`config.mk`:
```
export PLATFORM = sky130hd
export DESIGN_NAME = fifo_queue_with_undo
export DESIGN_NICKNAME = d
export VERILOG_FILES = /design/src/sv/fqu_pkg.sv /design/src/sv/fqu_ram.sv /design/src/sv/fifo_queue_with_undo.sv
export SDC_FILE = /design/constraint.sdc
export NUM_CORES = 1
export LEC_CHECK = 0
export BUFFER_PORTS_ARGS = -buffer_cell sky130_fd_sc_hd__buf_2
export CORE_UTILIZATION = 50
export CTS_BUF_LIST = sky130_fd_sc_hd__clkbuf_16
export DETAILED_ROUTE_END_ITERATION = 10
export PLACE_DENSITY_LB_ADDON = 0.05
export SLEW_MARGIN = 30
export SYNTH_ARGS = -nofsm -noshare
export SYNTH_HDL_FRONTEND = slang
export SYNTH_SLANG_ARGS = --single-unit
export TNS_END_PERCENT = 1
```
`constraint.sdc`:
```
create_clock -name clk -period 4.05 [get_ports clk]
set_clock_uncertainty 0.15 [all_clocks]
set_input_delay 0.405 -clock clk [delete_from_list [all_inputs] [get_ports clk]]
set_output_delay 0.405 -clock clk [all_outputs]
set_load 0.005 [all_outputs]
```
`src/sv/fqu_pkg.sv`:
```
// ----------------------------------------------------------------------------
// fqu_pkg
// Shared sizes, command codes and result codes of the undo-capable queue.
// ----------------------------------------------------------------------------
package fqu_pkg;

  localparam int QUEUE_DEPTH   = 16;
  localparam int HISTORY_DEPTH = 32;
  localparam int ENTRY_BITS    = 16;

  localparam int QIDX_W = $clog2(QUEUE_DEPTH);
  localparam int QCNT_W = $clog2(QUEUE_DEPTH + 1);
  localparam int HIDX_W = $clog2(HISTORY_DEPTH);
  localparam int HCNT_W = $clog2(HISTORY_DEPTH + 1);
  localparam int LEN_W  = 5;
  localparam int HREC_W = ENTRY_BITS + 1;

  typedef enum logic [2:0] {
    CMD_APPEND = 3'd0,
    CMD_REMOVE = 3'd1,
    CMD_PEEK   = 3'd2,
    CMD_LENGTH = 3'd3,
    CMD_UNDO   = 3'd4
  } cmd_t;

  typedef enum logic [1:0] {
    ST_OK      = 2'd0,
    ST_EMPTY   = 2'd1,
    ST_FULL    = 2'd2,
    ST_NO_UNDO = 2'd3
  } status_t;

  typedef enum logic [1:0] {
    UNDONE_NONE    = 2'd0,
    UNDONE_APPEND  = 2'd1,
    UNDONE_REMOVAL = 2'd2
  } undone_t;

  // history record kinds
  localparam logic KIND_APPEND  = 1'b0;
  localparam logic KIND_REMOVAL = 1'b1;

endpackage

```
`src/sv/fqu_ram.sv`:
```
// ----------------------------------------------------------------------------
// fqu_ram
// Simple dual-port RAM: one write port, one read port with registered data.
// ----------------------------------------------------------------------------
module fqu_ram #(
  parameter int WIDTH = 16,
  parameter int DEPTH = 16
) (
  input  logic                     clk,
  input  logic                     we,
  input  logic [$clog2(DEPTH)-1:0] waddr,
  input  logic [WIDTH-1:0]         wdata,
  input  logic [$clog2(DEPTH)-1:0] raddr,
  output logic [WIDTH-1:0]         rdata
);

  logic [WIDTH-1:0] mem [DEPTH];

  always_ff @(posedge clk) begin
    if (we) begin
      mem[waddr] <= wdata;
    end
    rdata <= mem[raddr];
  end

endmodule

```
`src/sv/fifo_queue_with_undo.sv`:
```
// ----------------------------------------------------------------------------
// fifo_queue_with_undo
// Bounded FIFO of entry identifiers with an undo history of appends/removals.
//
//   channel  dir  tdata                          tuser
//   s_axis   in   [15:0] entry_id                [2:0] command
//   m_axis   out  [15:0] entry_out, [20:16] len  [1:0] status, [3:2] undone_kind
//
// A command is accepted in S_IDLE, which launches the queue and history RAM
// reads; S_EXEC does the read-modify-write and loads the result. S_EXEC holds
// while the previous result is still in the output register. Reset clears
// state, pointers, counters and m_axis_tvalid only; the RAMs are not cleared.
// ----------------------------------------------------------------------------
module fifo_queue_with_undo
  import fqu_pkg::*;
(
  input  logic        clk,
  input  logic        rst,
  input  logic        s_axis_tvalid,
  output logic        s_axis_tready,
  input  logic [15:0] s_axis_tdata,  // entry_id
  input  logic [2:0]  s_axis_tuser,  // command
  output logic        m_axis_tvalid,
  input  logic        m_axis_tready,
  output logic [23:0] m_axis_tdata,  // entry_out, length, zero pad
  output logic [3:0]  m_axis_tuser   // status, undone_kind
);

  typedef enum logic {S_IDLE, S_EXEC} state_t;

  state_t                state;
  cmd_t                  cmd;
  logic [ENTRY_BITS-1:0] id;

  logic [QIDX_W-1:0] head_index, head_index_next;
  logic [QIDX_W-1:0] tail_index, tail_index_next;
  logic [QCNT_W-1:0] entry_count, entry_count_next;
  logic [HIDX_W-1:0] history_top, history_top_next;
  logic [HCNT_W-1:0] history_count, history_count_next;

  logic [QIDX_W-1:0]     head_prev, head_succ, tail_prev, tail_succ;
  logic [HIDX_W-1:0]     top_prev, top_succ;

  logic                  q_we;
  logic [QIDX_W-1:0]     q_waddr;
  logic [ENTRY_BITS-1:0] q_wdata, q_rdata;
  logic                  h_we;
  logic [HREC_W-1:0]     h_wdata, h_rdata;

  status_t               status_next;
  undone_t               undone_next;
  logic [ENTRY_BITS-1:0] entry_next;

  status_t               status_q;
  undone_t               undone_q;
  logic [ENTRY_BITS-1:0] entry_q;
  logic [LEN_W-1:0]      length_q;

  logic done;
  logic is_full, is_empty;

  assign s_axis_tready = (state == S_IDLE);
  assign done          = (state == S_EXEC) && (!m_axis_tvalid || m_axis_tready);
  assign is_full       = (entry_count >= QCNT_W'(QUEUE_DEPTH));
  assign is_empty      = (entry_count == '0);

  assign head_succ = (head_index == QIDX_W'(QUEUE_DEPTH - 1)) ? '0 : head_index + QIDX_W'(1);
  assign head_prev = (head_index == '0) ? QIDX_W'(QUEUE_DEPTH - 1) : head_index - QIDX_W'(1);
  assign tail_succ = (tail_index == QIDX_W'(QUEUE_DEPTH - 1)) ? '0 : tail_index + QIDX_W'(1);
  assign tail_prev = (tail_index == '0) ? QIDX_W'(QUEUE_DEPTH - 1) : tail_index - QIDX_W'(1);
  assign top_succ  = (history_top == HIDX_W'(HISTORY_DEPTH - 1)) ? '0
                   : history_top + HIDX_W'(1);
  assign top_prev  = (history_top == '0) ? HIDX_W'(HISTORY_DEPTH - 1)
                   : history_top - HIDX_W'(1);

  fqu_ram #(.WIDTH(ENTRY_BITS), .DEPTH(QUEUE_DEPTH)) u_queue_ram (
    .clk   (clk),
    .we    (q_we),
    .waddr (q_waddr),
    .wdata (q_wdata),
    .raddr (head_index),
    .rdata (q_rdata)
  );

  fqu_ram #(.WIDTH(HREC_W), .DEPTH(HISTORY_DEPTH)) u_history_ram (
    .clk   (clk),
    .we    (h_we),
    .waddr (history_top),
    .wdata (h_wdata),
    .raddr (top_prev),
    .rdata (h_rdata)
  );

  always_comb begin
    head_index_next    = head_index;
    tail_index_next    = tail_index;
    entry_count_next   = entry_count;
    history_top_next   = history_top;
    history_count_next = history_count;
    status_next        = ST_OK;
    undone_next        = UNDONE_NONE;
    entry_next         = '0;
    q_we               = 1'b0;
    q_waddr            = tail_index;
    q_wdata            = id;
    h_we               = 1'b0;
    h_wdata            = {KIND_APPEND, id};
    case (cmd)
      CMD_APPEND: begin
        if (is_full) begin
          status_next = ST_FULL;
        end else begin
          q_we             = 1'b1;
          tail_index_next  = tail_succ;
          entry_count_next = entry_count + QCNT_W'(1);
          h_we             = 1'b1;
        end
      end
      CMD_REMOVE: begin
        if (is_empty) begin
          status_next = ST_EMPTY;
        end else begin
          entry_next       = q_rdata;
          head_index_next  = head_succ;
          entry_count_next = entry_count - QCNT_W'(1);
          h_we             = 1'b1;
          h_wdata          = {KIND_REMOVAL, q_rdata};
        end
      end
      CMD_PEEK: begin
        if (is_empty) begin
          status_next = ST_EMPTY;
        end else begin
          entry_next = q_rdata;
        end
      end
      CMD_LENGTH: begin
        if (is_empty) begin
          status_next = ST_EMPTY;
        end
      end
      CMD_UNDO: begin
        if (history_count == '0) begin
          status_next = ST_NO_UNDO;
        end else begin
          history_top_next   = top_prev;
          history_count_next = history_count - HCNT_W'(1);
          if (h_rdata[HREC_W-1] == KIND_APPEND) begin
            if (is_empty) begin
              status_next = ST_EMPTY;
            end else begin
              tail_index_next  = tail_prev;
              entry_count_next = entry_count - QCNT_W'(1);
              entry_next       = h_rdata[ENTRY_BITS-1:0];
              undone_next      = UNDONE_APPEND;
            end
          end else begin
            if (is_full) begin
              status_next = ST_FULL;
            end else begin
              q_we             = 1'b1;
              q_waddr          = head_prev;
              q_wdata          = h_rdata[ENTRY_BITS-1:0];
              head_index_next  = head_prev;
              entry_count_next = entry_count + QCNT_W'(1);
              entry_next       = h_rdata[ENTRY_BITS-1:0];
              undone_next      = UNDONE_REMOVAL;
            end
          end
        end
      end
      default: begin
      end
    endcase
    if (h_we) begin
      history_top_next = top_succ;
      if (history_count < HCNT_W'(HISTORY_DEPTH)) begin
        history_count_next = history_count + HCNT_W'(1);
      end
    end
    if (!done) begin
      q_we = 1'b0;
      h_we = 1'b0;
    end
  end

  always_ff @(posedge clk) begin
    if (rst) begin
      state         <= S_IDLE;
      head_index    <= '0;
      tail_index    <= '0;
      entry_count   <= '0;
      history_top   <= '0;
      history_count <= '0;
      m_axis_tvalid <= 1'b0;
    end else begin
      if (done) begin
        m_axis_tvalid <= 1'b1;
      end else if (m_axis_tready) begin
        m_axis_tvalid <= 1'b0;
      end
      case (state)
        S_IDLE: begin
          if (s_axis_tvalid) begin
            cmd   <= cmd_t'(s_axis_tuser);
            id    <= s_axis_tdata;
            state <= S_EXEC;
          end
        end
        S_EXEC: begin
          if (done) begin
            head_index    <= head_index_next;
            tail_index    <= tail_index_next;
            entry_count   <= entry_count_next;
            history_top   <= history_top_next;
            history_count <= history_count_next;
            status_q      <= status_next;
            undone_q      <= undone_next;
            entry_q       <= entry_next;
            length_q      <= LEN_W'(entry_count_next);
            state         <= S_IDLE;
          end
        end
        default: begin
          state <= S_IDLE;
        end
      endcase
    end
  end

  assign m_axis_tdata = {3'b000, length_q, entry_q};
  assign m_axis_tuser = {undone_q, status_q};

`ifndef SYNTHESIS
  a_count_bound: assert property (@(posedge clk) disable iff (rst)
    entry_count <= QCNT_W'(QUEUE_DEPTH))
    else $error("queue count exceeds depth");

  a_hist_bound: assert property (@(posedge clk) disable iff (rst)
    history_count <= HCNT_W'(HISTORY_DEPTH))
    else $error("history count exceeds depth");

  a_empty_ptrs: assert property (@(posedge clk) disable iff (rst)
    (entry_count == '0) |-> (head_index == tail_index))
    else $error("empty queue with head and tail apart");

  a_result_src: assert property (@(posedge clk) disable iff (rst)
    $rose(m_axis_tvalid) |-> $past(state == S_EXEC))
    else $error("result raised outside execute cycle");
`endif

endmodule
```
Word-level counts from Yosys, hierarchy flattened. Memories as Yosys holds them, arrays and structs flattened. A register that Yosys moved wholly into a read port is not among the register bits. Index checks and enable logic that the tools add are counted.

RAM bits: 800. Input port bits: 23. Memories kept: 2. Register bits after elaboration: 70. Word-level logic and storage cells: 136.

Equality and inequality tests: 15. Bitwise logic cells: 3. $add $sub $neg: 10. $lt $le $gt $ge: 2. Reduce and logical (&&, ||, !) cells: 22. Muxes and demuxes: 69.

Memory list: u_history_ram.mem (depth 32, width 17, rd ports 1, clocked after memory_dff 1, write ports 1, line fqu_ram.sv:17) `logic [WIDTH-1:0] mem [DEPTH];`; u_queue_ram.mem (depth 16, width 16, rd ports 1, clocked after memory_dff 1, write ports 1, line fqu_ram.sv:17).

Operators by type and width (count): $mux W16 (9); $mux W4 (16); $mux W5 (9); $mux W17 (2); $pmux W16 S2 (1); $mux W6 (4); $mux W1 (16); $pmux W4 S2 (2); $pmux W5 S3 (1); $reduce_and A7 Y1 (2); $ne A2 B2 Y1 const B (6); $add A5 B1 Y5 const B (2); $logic_not A5 Y1 (2); $mux W2 (5); $sub A5 B1 Y5 const B (2); $add A4 B1 Y4 const B (2); $eq A4 B4 Y1 const B (2); $logic_not A4 Y1 (2); $reduce_bool A2 Y1 (4); $sub A4 B1 Y4 const B (2); $add A6 B1 Y6 const B (1); $eq A3 B2 Y1 const B (2); $logic_not A6 Y1 (1); $lt A6 B6 Y1 const B (1); 18 further kinds (25).

Logic depth before layout (Yosys ltp).
Word-level depth: 8. Depth in mapped cells: 11. Depth with buffers taken out: 8.

Modules after synthesis. Synthesis repeated with hierarchy kept, for this count alone.

Cell total of the unflattened synthesis: 2112. Area total of the unflattened synthesis: 36162.2 µm².

Modules (own cells, without submodules): fqu_ram at u_history_ram (area an instance 21737.1 µm², cells an instance 1212, instances 1); fqu_ram at u_queue_ram (area an instance 10042.1 µm², cells an instance 432, instances 1); fifo_queue_with_undo (area an instance 4383.0 µm², cells an instance 468, instances 1).

Worst setup path after synthesis. No wires, ideal clock.

Path type: register to register. From: reg cmd[0]. To: mem u_queue_ram.mem[4][0] (netlist: u_queue_ram.mem[2][0]) (enable). Buffers on the path: 2. Setup time: 388 ps. Data required time: 3512 ps. Slack: 877 ps. Arrival: 2634 ps. Stages on the path, launching flop included: 7. Cell sequence: edfxtp_1 buf_2 or2_2 buf_2 a2111oi_0 o21ai_0 nor2_1.

Cells in the longest elaborated chain, start to end: 5.

Ends and longest elaborated chain: from (decl) (line fifo_queue_with_undo.sv:32) `cmd_t cmd;`; from (signal assigned) (line fifo_queue_with_undo.sv:205) `cmd <= cmd_t'(s_axis_tuser);`; $eq A3 B3 Y1 / $logic_not A3 Y1 (equally long branches) (line fifo_queue_with_undo.sv:108) `case (cmd)`; $pmux W1 S2 (line fifo_queue_with_undo.sv:108); $mux W1 (line fifo_queue_with_undo.sv:181) `if (!done) begin`; $mux W1 (line fqu_ram.sv:20) `if (we) begin`; $mux W1 (not written as such) (line fqu_ram.sv:21) `mem[waddr] <= wdata;`; to (decl) (line fqu_ram.sv:17).

Several ways; a longest one is shown, not always the timed one.

Worst setup path in the final report.
From: reg history_top[0]. To: reg u_history_ram.rdata[0] (read register of u_history_ram.mem).

Cells in the longest elaborated chain, start to end: 2.

Ends and longest elaborated chain: from (decl) (line fifo_queue_with_undo.sv:38) `logic [HIDX_W-1:0] history_top, history_top_next;`; from (signal assigned) (line fifo_queue_with_undo.sv:215) `history_top <= history_top_next;`; $sub A5 B1 Y5 / $logic_not A5 Y1 (equally long branches) (line fifo_queue_with_undo.sv:74, fifo_queue_with_undo.sv:73); $mux W5 * (line fifo_queue_with_undo.sv:73) `assign top_prev = (history_top == '0) ? HIDX_W'(HISTORY_DEPTH - 1)`; to (decl) (line fqu_ram.sv:14) `output logic [WIDTH-1:0] rdata`.

Mark *: on every way between the ends. The rest lies on a longest branch, timed or not. A chain may end at the register's enable or synchronous reset.

==> impl_metrics.py <==
metrics = {
    "route": {
        "dr.pass1.iters": 8,
        "drc": 0,
        "routed_wl_um": 95500,
        "vias": 21000,
        "vias_per_cell": 6.33,
        "drtAntennaViolNets": 0,
        "drt_iter0_drc": 2234,
        "wire_per_inst_um": 28.8,
    },
    "cts": {
        "cts_setup_buffers": 0,
        "clock_sinks": 903,
        "root_buffer": "clkbuf_16",
        "htree_num_levels": 3,
        "insertion_delay_ns": 0.65,
        "cts_max_path_buffers": 3,
        "post_cts_resized": 0,
        "clk_pin_slew_ns": 0.06,
        "tritoncts": "done",
        "cts_buffers": 94,
    },
    "die": {
        "initial_core_util": 0.508,
        "design.core.area_um2": 72000,
        "die_w_um": 272,
        "chipHeight_um": 272,
        "row_count": 98,
        "die_area_um2": 74200,
        "ios": 53,
    },
    "critical_path": {
        "crit_chain": "inv_1, ha_4, and2b_1, a31oi_4, buf_4, mux4_2, a2111oi_0, buf_4, a211oi_1",
        "cp.required_ns": 4.40,
        "crit_buf_inv": 3,
        "critPathMaxStageDelay_ns": 0.77,
        "r2r-end": "u_history_ram.rdata[0]$_DFF_P_",
        "path_delay_family": "compound AO/OA/AOI/OAI gates",
        "cpMaxStageDelayCell": "a2111oi_0",
        "end_kind": "flip-flop",
        "cp.arrival_ns": 3.94,
        "critical_path_peak_fanout": 28,
        "rr_worst_depth": 9,
        "start_kind": "flip-flop",
        "r2r-start": "history_top[0]$_SDFFE_PP0P_",
        "r2r_setup_slack_ns": 0.46,
        "critPathKind": "reg2reg",
        "crit_top_cell": "buf_4",
    },
    "final_layout": {
        "final_cell_mix": "844 x edfxtp_1, 148 x mux4_2, 147 x nand2_1",
        "syn_to_final_growth_pct": 14.4,
        "final_common_cell": "edfxtp_1",
        "fin_cells": 3318,
        "utilization": 0.581,
        "final_cell_area_um2": 41800,
        "layout.nets": 2328,
        "drive_above_1_share": 0.225,
    },
    "worst_hold_path": {
        "hold_depth": 2,
        "hold_path_class": "in2reg",
        "whs_endpoint": "history_count[0]$_SDFFE_PP0P_",
        "worstHoldStart": "rst",
    },
    "synth": {
        "syn_area_per_cell_um2": 17.1,
        "synth_compound_area_frac": 0.0729,
        "syn_area_um2": 36600,
        "synth-edff-count": 844,
        "async_reset_ff_frac": 0,
        "synth_xor_area_frac": 0.00216,
        "synth_cell_types": 68,
        "synthMuxAreaShare": 0.0975,
        "synthAdderAreaFrac": 0.00547,
        "yosysSeqAreaShare": 0.725,
        "synth_top_family_by_area": "multiplexers",
        "synthesis.instances": 2138,
        "yosysWarnings": 0,
        "synthSimpleGateAreaFrac": 0.0747,
        "ys_seq_elements": 903,
        "yosys_most_used_dff": "edfxtp_1",
    },
    "sta": {
        "max_freq_ghz": 0.278,
        "slew_viol_final": 0,
        "period_needed_ns": 3.59,
        "tightest_slew_ns": 0.906,
        "hold_viol_final": 0,
        "maxSlewHeadroom": 0.396,
        "post-route-period-util": 0.887,
        "fin_tns_setup_ns": 0,
        "setup_viol": 0,
        "rsz0062_at_grt": "false",
    },
    "place": {
        "dp.final_hpwl_um": 56500,
        "port_buffers": 49,
        "gp_congestion": 0.865,
        "numPlacedInstances": 3122,
        "place_area_um2": 38700,
    },
    "grt": {
        "antenna_found_initial": 1,
        "grt_pass1_wl_um": 140000,
        "first_global_vias": 20600,
        "grt_start_max_net_pins": 74,
        "use_met1": 0.389,
        "overflow": 0,
        "met3_usage": 0.0360,
        "grt_usage": 0.259,
        "grt-busiest-layer": "met2",
        "grt.met2_usage": 0.404,
    },
    "run": {
        "maxCapViolCount": 0,
    },
    "power_and_ir_drop": {
        "ir_drop_v": 0.000338,
        "p_leak_uw": 0.0133,
        "power.density_nw_per_um2": 468,
        "total_power_uw": 19600,
    },
    "run_status": {
        "status": "completed",
    },
}
==> logic make-up after synthesis <==
| group | after synthesis |
|---|---|
| flip-flops | 903 |
| AND/OR/NAND/NOR | 497 |
| AO/OA/AOI/OAI | 355 |
| buffers and inverters | 188 |
| multiplexers | 169 |
| adder cells (fa/ha/maj) | 16 |
| XOR/XNOR | 9 |
| other | 1 |
==> routing by layer <==
metal | share of wire | vias up | wire length (µm)
li1 | - | 9042 | -
met4 | 0.019 | 0 | 1820
met1 | 0.45 | 11100 | 42500
met5 | 0 | - | 0
met3 | 0.062 | 115 | 5950
met2 | 0.47 | 749 | 45200
==> registers in the layout (all words and copies together) (netlist names) <==
register,count
entry_count,5
id,16
u_queue_ram.rdata,16
history_top,5
state,1
undone_q,2
length_q,5
status_q,2
u_history_ram.rdata,17
entry_q,16
history_count,6
head_index,4
cmd,3
tail_index,4
m_axis_tvalid,1
u_queue_ram.mem,256
u_history_ram.mem,544
==> synthesized netlist by cell type, drive strengths merged (24+ instances only) <==
cell,count,share of area
edfxtp,844,0.69
mux4,148,0.091
nand2,147,0.015
clkbuf,100,0.010
a22o,85,0.020
nand2b,77,0.013
nor2,75,0.0077
a31oi,71,0.013
nand4,70,0.012
nand4b,70,0.017
buf,66,0.0094
dfxtp,59,0.032
o21ai,43,0.0059
a2111oi,39,0.0099
a211oi,32,0.0068
a221oi,25,0.0060
a21oi,24,0.0034
==> repair_timing <==
action | 4_1_cts | 5_1_grt
setup endpoints to repair | 0 | 0
endpoints found under the hold margin | 21 | 0
hold buffers | 21 | 0
==> worst max path at each step <==
| stage | to | startpoint | cells after the start |
|---|---|---|---|
| 2_1_floorplan | u_queue_ram.mem[2][0]$_DFFE_PP_ | cmd[0]$_DFFE_PP_ | 6 |
| 6_report | u_history_ram.rdata[0]$_DFF_P_ | history_top[0]$_SDFFE_PP0P_ | 9 |
| 3_3_place_gp | u_history_ram.rdata[0]$_DFF_P_ | history_top[0]$_SDFFE_PP0P_ | 9 |
| 5_1_grt | u_history_ram.rdata[0]$_DFF_P_ | history_top[0]$_SDFFE_PP0P_ | 9 |
| 3_5_place_dp | u_history_ram.rdata[0]$_DFF_P_ | history_top[0]$_SDFFE_PP0P_ | 9 |
| 4_1_cts | u_history_ram.rdata[0]$_DFF_P_ | history_top[0]$_SDFFE_PP0P_ | 9 |
==> worst register-to-register path, stage by stage, from the launching register on <==
cell       delay [ns]
dfxtp_4          0.53
inv_1            0.21
ha_4             0.22
and2b_1          0.19
a31oi_4          0.22
buf_4            0.29
mux4_2           0.54
a2111oi_0        0.77
buf_4            0.27
a211oi_1         0.06
==> final cells by class <==
| class | instances | area [µm²] |
|---|---|---|
| clock buffer | 97 | 2430 |
| multi-input combinational | 1049 | 9370 |
| timing repair buffer | 219 | 1740 |
| antenna | 2 | 5.00 |
| tap | 950 | 1190 |
| inverter | 22 | 82.6 |
| fill | 5431 | 30100 |
| clock inverter | 76 | 500 |
| sequential | 903 | 26500 |
==> power by group <==
group	leakage, µW	internal [µW]	switching [µW]
sequential	0.00808	10300	95.7
clock	0.00156	4690	3520
combinational	0.00366	330	671
==> stage by stage <==
step	worst slack [ns]	hold WS (ns)
after CTS	0.370	0.105
after detailed placement	0.391	0.392
after floorplan	0.877	0.351
after global placement	0.521	0.372
final	0.457	0.146
after global routing	0.181	0.143
No activity file was read; power rests on OpenSTA's default activity.
